### src/rtl/core/ilm_ram.sv
// generic simple dual-port ram, one write and one registered read port
// no dependencies

module ilm_ram #(
  parameter int WIDTH = 8,
  parameter int DEPTH = 16
) (
  input  logic                     clk,
  input  logic                     we,
  input  logic [$clog2(DEPTH)-1:0] waddr,
  input  logic [WIDTH-1:0]         wdata,
  input  logic [$clog2(DEPTH)-1:0] raddr,
  output logic [WIDTH-1:0]         rdata
);

  logic [WIDTH-1:0] mem [DEPTH];

  always_ff @(posedge clk) begin
    if (we) begin
      mem[waddr] <= wdata;
    end
    rdata <= mem[raddr];
  end

endmodule

### config.mk
export PLATFORM = sky130hd
export DESIGN_NAME = ilm_ram
export DESIGN_NICKNAME = d
export VERILOG_FILES = /design/src/rtl/core/ilm_ram.sv
export SDC_FILE = /design/constraint.sdc
export NUM_CORES = 1
export LEC_CHECK = 0
export ABC_AREA = 1
export BUFFER_PORTS_ARGS = -buffer_cell sky130_fd_sc_hd__clkbuf_2
export CORE_AREA = 2 2 102 104
export DETAILED_ROUTE_END_ITERATION = 6
export DIE_AREA = 0 0 104 106
export PLACE_DENSITY = 0.74
export SKIP_LAST_GASP = 1
export SLEW_MARGIN = 20
export SYNTH_ARGS = -nofsm -noshare
export SYNTH_HDL_FRONTEND = slang
export SYNTH_SLANG_ARGS = --single-unit
### constraint.sdc
create_clock -name clk -period 1.25 [get_ports clk]
set_input_delay 0.0625 -clock clk [delete_from_list [all_inputs] [get_ports clk]]
set_output_delay 0.0625 -clock clk [all_outputs]
set_load 0.02 [all_outputs]
Word-level counts from Yosys, hierarchy flattened
Memory sizes are Yosys's and may differ from the RTL's. A register that Yosys moved wholly into a read port is not among the register bits.
Index checks and enable logic that the tools add are counted.
{ "op_classes": {"muxes": 2} }
{ "op_table": {"columns": ["operator", "n"], "rows": [
  ["$mux 1", 2]
]} }
{ "totals": {"mem_count": 1, "output_inout_bits": 8, "mem_bits_rw": 128, "reg_bits": 0, "in_bits": 18} }
{ "memory_table": {"columns": ["memory", "words", "word_bits", "read_ports", "rd_clocked_by_memory_dff", "wr", "line", "text"], "rows": [
  ["mem", 16, 8, 1, 1, 1, "16", "logic [WIDTH-1:0] mem [DEPTH];"]
]} }

Depth between registers and ports, before layout
Gate-level depths: netlist of the first run.
{ "logic_depth": {"ltp_word": 2, "mapped_depth": 8, "ltp_nobuf": 7} }

Least setup slack after synthesis of the first run
OpenSTA, ideal clock, no wires.
{ "synth_path": {"kind": "input-to-reg", "from": "input port waddr[2]", "to": "memory mem[10][0] (enable)", "path_slack_ps": 237, "arrival_ps": 643, "t_required_ps": 880, "setup_time_ps": 370, "cell_stages": 2, "path_cell_list": "nand3b_1 > nor2_1"} }
{ "synth_lines": {"columns": ["item", "line", "text"], "rows": [
  ["start, declared", "10", "input logic [$clog2(DEPTH)-1:0] waddr,"],
  ["end, declared", "16", null]
]} }
Straight into the memory's write port.

Final worst setup path of the first run
{ "layout_path": {"from": "register rdata[1] (read register of mem)", "to": "output port rdata[1]"} }
{ "layout_lines": {"columns": ["item", "line", "text"], "rows": [
  ["start, declared", "13", "output logic [WIDTH-1:0] rdata"]
]} }
No word-level cell between the ends.

==> results of run 1 <==
-- registers in the layout, indices dropped and copies added (netlist names) --
| name | cells |
|---|---|
| rdata | 8 |
| mem | 128 |
-- report_power, final --
part	total [W]	switching (W)	internal [W]
logic	0.000678	0.000468	0.000211
clock network	0.00500	0.00179	0.00321
registers	0.00513	0.0000316	0.00510
-- metal layers --
metal / global-route usage (%) / part of all wire, % / vias to the layer above
met2: 38.6 / 49 / 172
met3: 6.13 / 8.2 / 30
li1: - / - / 1868
met5: 0 / 0 / -
met1: 32.1 / 40 / 1784
met4: 12.7 / 2.7 / 0
-- metrics by stage --
stage | instance area (um2) | total power, W | hold WS, ps
floorplan | 5770 | 0.00561 | 161
global placement | 6150 | 0.00588 | 402
detailed placement | 6150 | 0.00590 | 396
CTS | 6770 | 0.0109 | 0.182
global route | 6770 | 0.0111 | 19.6
finish | 6770 | 0.0108 | 18.5
-- Yosys cell counts --
master / instances
nand2_1: 173
edfxtp_1: 128
inv_1: 100
nand3_1: 97
nor2_1: 17
buf_2: 13
dfxtp_1: 8
buf_6: 6
buf_4: 4
inv_2: 2
nand3b_1: 2
buf_1: 1
-- cell families after synthesis --
kind of cell / Yosys count
simple gates: 289
flops: 136
buf+inv: 126
-- cell type report --
| class | count | area, um2 | area share [%] |
|---|---|---|---|
| Inverter | 102 | 383 | 5.66 |
| Clock inverter | 14 | 181 | 2.68 |
| Sequential cell | 136 | 4000 | 59.2 |
| Multi-Input combinational cell | 289 | 1210 | 17.9 |
| Clock buffer | 18 | 418 | 6.18 |
| Timing Repair Buffer | 52 | 395 | 5.84 |
| Tap cell | 136 | 170 | 2.52 |
-- final timing paths --
path | start | to | slack [ps] | cells after the start
max | rdata[1] | rdata[1] | 130 | 1
min | wdata[2] | mem[12][2] | 20 | 1
max reg2reg | mem[9][5] | rdata[5] | 230 | 6
min reg2reg | mem[14][4] | rdata[4] | 670 | 6
-- timing repair --
action	in CTS	in global routing
endpoints found under the hold margin	19	0
resized for setup	0	0
buffers inserted	0	0
hold buffers	2	0
==> reports/metrics.cfg, run 1 <==
[clock_network]
cts_htree_levels=4
clk_latency_ps=530
root_buffer=clkbuf_8
cts_num_sinks=136
cts_buffers=17
clk_pin_slew_ps=60
clk_path_buf_depth=2
tritoncts=built

[global_route]
overflow=0
grt_usage_pct=24.6
grt_pass1_wl_mm=19.7
grt_pass1_vias=3782
grt_max_degree=39
grt_antenna_before_repair=0

[detailed_routing]
via_per_inst=5.16
first_pass_iters=5
routed_wl_mm=12.5
drtIter0Drc=319
drc=0
ant_nets=0
drt-wirelength-per-cell_um=16.7
vias=3854

[flow_run]
maxCapViolCount=0

[placed_design]
pre_cts_slack_ps=61.1
place_congestion=0.808
hpwl_mm=7.58
dp_cells=713
port_buffers=25

[layout]
layout.nets=616
drive_gt1_share_pct=13.6
mostFrequentLayoutCells=173 x nand2_1, 128 x edfxtp_1, 100 x inv_1, 97 x nand3_1, 25 x clkbuf_2
n_antenna_cell=0
nFillCells=730
finalNonFillerCells=747
layout_commonest_cell=nand2_1
utilization_pct=67.7
syn2layout_area_growth_pct=17.3

[sta]
worstMarginPinSlew_ps=407
fin_skew_ps=11.1
min_period_ps=1120
relSlewSlack_pct=72.9
finalHoldViolations=0
setup_tns_ps=0
rsz0062_at_grt=no
fin_ws_ps=134
max_freq_mhz=896
finalCritPeriodShare_pct=89.3
final-setup-viol-count=0
report.final.slew_viol_count=0

[die]
row_count=37
core_area_um2=10000
die_w_um=104
die_area_um2=11000
die-height_um=106
start_util_pct=57.7
num_io_pins=26

[logic_synthesis]
postSynthCellCount=551
synth_seq_cells=136
seq_area_frac_synth_pct=69.4
synthesis.area_um2=5770
synth_mux_area_share_pct=0
synthAdderAreaFrac_pct=0
syn-num-nets=569
synth_top_area_share_pct=66.7
synth_top_family_by_area=simple AND/OR/NAND/NOR gates
yosysWarnings=0
synth_cell_types=12
yosys-top-cells-area=edfxtp_1 67%, nand2_1 11%, nand3_1 8.4%
synthXorXnorAreaFrac_pct=0
syn_area_per_cell_um2=10.5
synth_area_leader_cell=edfxtp_1
synth-compound-area-share_pct=0
yosys.area_share.simple_pct=21.0

[worst_setup_path]
critPathBufInv=1
critical-path-top-delay-family=flip-flops
crit_slowest_cell=dfxtp_1
worstPathMaxFanout=1
path_cells=clkbuf_2
critPathCaptureType=primary output
worstSetupPathType=flop to primary output
start_kind=flop
worstPathArrival_ps=1050
critPathMaxStageDelay_ps=350
cp.required_ps=1190

[power]
ir_drop_v=0.000947
p_leak_nw=2.97
power.density_nw_per_um2=1600

[status]
status=finished, final reports clean

[min_path]
hold_class=input port to flop

No activity file was read; power rests on OpenSTA's default activity.
==> run 2, diff against run 1 <==
--- a/config.mk
+++ b/config.mk
@@ -7,9 +7,10 @@
 export LEC_CHECK = 0
 export ABC_AREA = 1
 export BUFFER_PORTS_ARGS = -buffer_cell sky130_fd_sc_hd__clkbuf_2
-export CORE_AREA = 2 2 102 104
+export CORE_AREA = 2 2 104 106
+export CTS_BUF_LIST = sky130_fd_sc_hd__clkbuf_4
 export DETAILED_ROUTE_END_ITERATION = 6
-export DIE_AREA = 0 0 104 106
+export DIE_AREA = 0 0 106 108
 export PLACE_DENSITY = 0.74
 export SKIP_LAST_GASP = 1
 export SLEW_MARGIN = 20
==> constraint.sdc (replaced) <==
create_clock -name clk -period 0.9 [get_ports clk]
set_input_delay 0.045 -clock clk [delete_from_list [all_inputs] [get_ports clk]]
set_output_delay 0.045 -clock clk [all_outputs]
set_load 0.02 [all_outputs]
==> reports/metrics.cfg, run 2 (synthesized netlist as in run 1, its figures left out) <==
[worst_setup_path]
cp.required_ps=850
worstPathArrival_ps=1010
worstPathMaxFanout=1
crit_slowest_cell=dfxtp_4
path_cells=buf_8
critPathCaptureType=primary output
critical-path-top-delay-family=flip-flops
critPathMaxStageDelay_ps=380
start_kind=flop
worstSetupPathType=flop to primary output
critPathBufInv=1

[layout]
layout_commonest_cell=nand2_1
finalNonFillerCells=757
largest_register_ffs=128
syn2layout_area_growth_pct=21.1
regMostFlops=mem
nFillCells=736
n_antenna_cell=0
drive_gt1_share_pct=26.2
mostFrequentLayoutCells=167 x nand2_1, 128 x edfxtp_1, 100 x inv_1, 54 x nand3_2, 43 x nand3_1
layout.nets=626
top_regs=mem: 128 flops, rdata: 8 flops

[clock_network]
cts_num_sinks=136
cts_setup_buffers=0
tritoncts=built
clk_path_buf_depth=2
cts_htree_levels=4
clk_latency_ps=510
cts_buffers=17
root_buffer=clkbuf_4
clk_pin_slew_ps=120

[sta]
hold_ws_ps=37.2
finalCritPeriodShare_pct=117
max_freq_mhz=948
min_period_ps=1050
final-setup-viol-count=16
fin_skew_ps=14.3
worstMarginPinSlew_ps=484
rsz0062_at_grt=yes
fin_ws_ps=-154
relSlewSlack_pct=67.7
finalHoldViolations=0
report.final.slew_viol_count=0

[detailed_routing]
ant_nets=0
drtIter0Drc=266
via_per_inst=5.27
routed_wl_mm=13.0
first_pass_iters=4
drc=0
vias=3990
drt-wirelength-per-cell_um=17.2

[power]
p_leak_nw=3.04
power_w=0.0132
ir_drop_v=0.00106
power.density_nw_per_um2=1890

[global_route]
grt_pass1_vias=3951
grt_pass1_wl_mm=20.5
grt_usage_pct=24.4
overflow=0
grt_antenna_before_repair=0
grt_max_degree=47

[die]
die_w_um=106
row_count=37
num_io_pins=26
die_area_um2=11400
start_util_pct=56.4
die-height_um=108
core_area_um2=10200

[min_path]
hold_class=input port to flop

[placed_design]
dp_cells=722
hpwl_mm=8.20
place_congestion=0.872
port_buffers=25

[status]
violations=setup timing
status=finished with violations

[flow_run]
maxCapViolCount=0

[run 2: area by class of cell]
type / instances / area (um2) / share of cell area (%)
Sequential cell: 136 / 4020 / 57.5
Multi-Input combinational cell: 289 / 1510 / 21.7
Timing Repair Buffer: 62 / 541 / 7.74
Inverter: 102 / 383 / 5.48
Clock inverter: 15 / 231 / 3.31
Tap cell: 136 / 170 / 2.44
Clock buffer: 17 / 128 / 1.83
[run 2: routing by layer]
layer	vias to the layer above	global-route usage, %	wire, um
li1	1889	-	-
met1	1904	32.5	5370
met2	164	39.4	6420
met3	33	5.55	890
met4	0	9.87	349
met5	-	0	0
[run 2: path summary, 6_finish.rpt]
path                   from  depth (start not counted)         to  slack [ps]
setup reg to reg  mem[1][7]                          6   rdata[7]         -40
hold / removal     wdata[3]                          1  mem[5][3]          40
hold reg to reg   mem[2][4]                          6   rdata[4]         690
setup / recovery   rdata[4]                          1   rdata[4]        -150
[run 2: report_power, final]
part           switching, W  internal, W
registers         0.0000645      0.00708
logic              0.000738     0.000428
clock network       0.00216      0.00272
total               0.00296       0.0102
[run 2: what timing repair did]
item                       CTS  global route
hold endpoints to repair    10             0
resized for setup           55            38
setup endpoints to repair   16            16
hold buffers                 3             0
pin swaps                   25            23
[run 2: per-stage QoR]
stage | utilization [%] | TNS (ps) | setup WS [ps] | area, um2
after floorplan | - | -7640 | -95.8 | 5780
after global placement | 60.8 | -13090 | -219 | 6220
after detailed placement | 60.8 | -15720 | -255 | 6220
after CTS | 66.9 | -1530 | -198 | 6840
after global routing | 68.3 | -2150 | -200 | 6980
final | 68.3 | -1270 | -154 | 6980
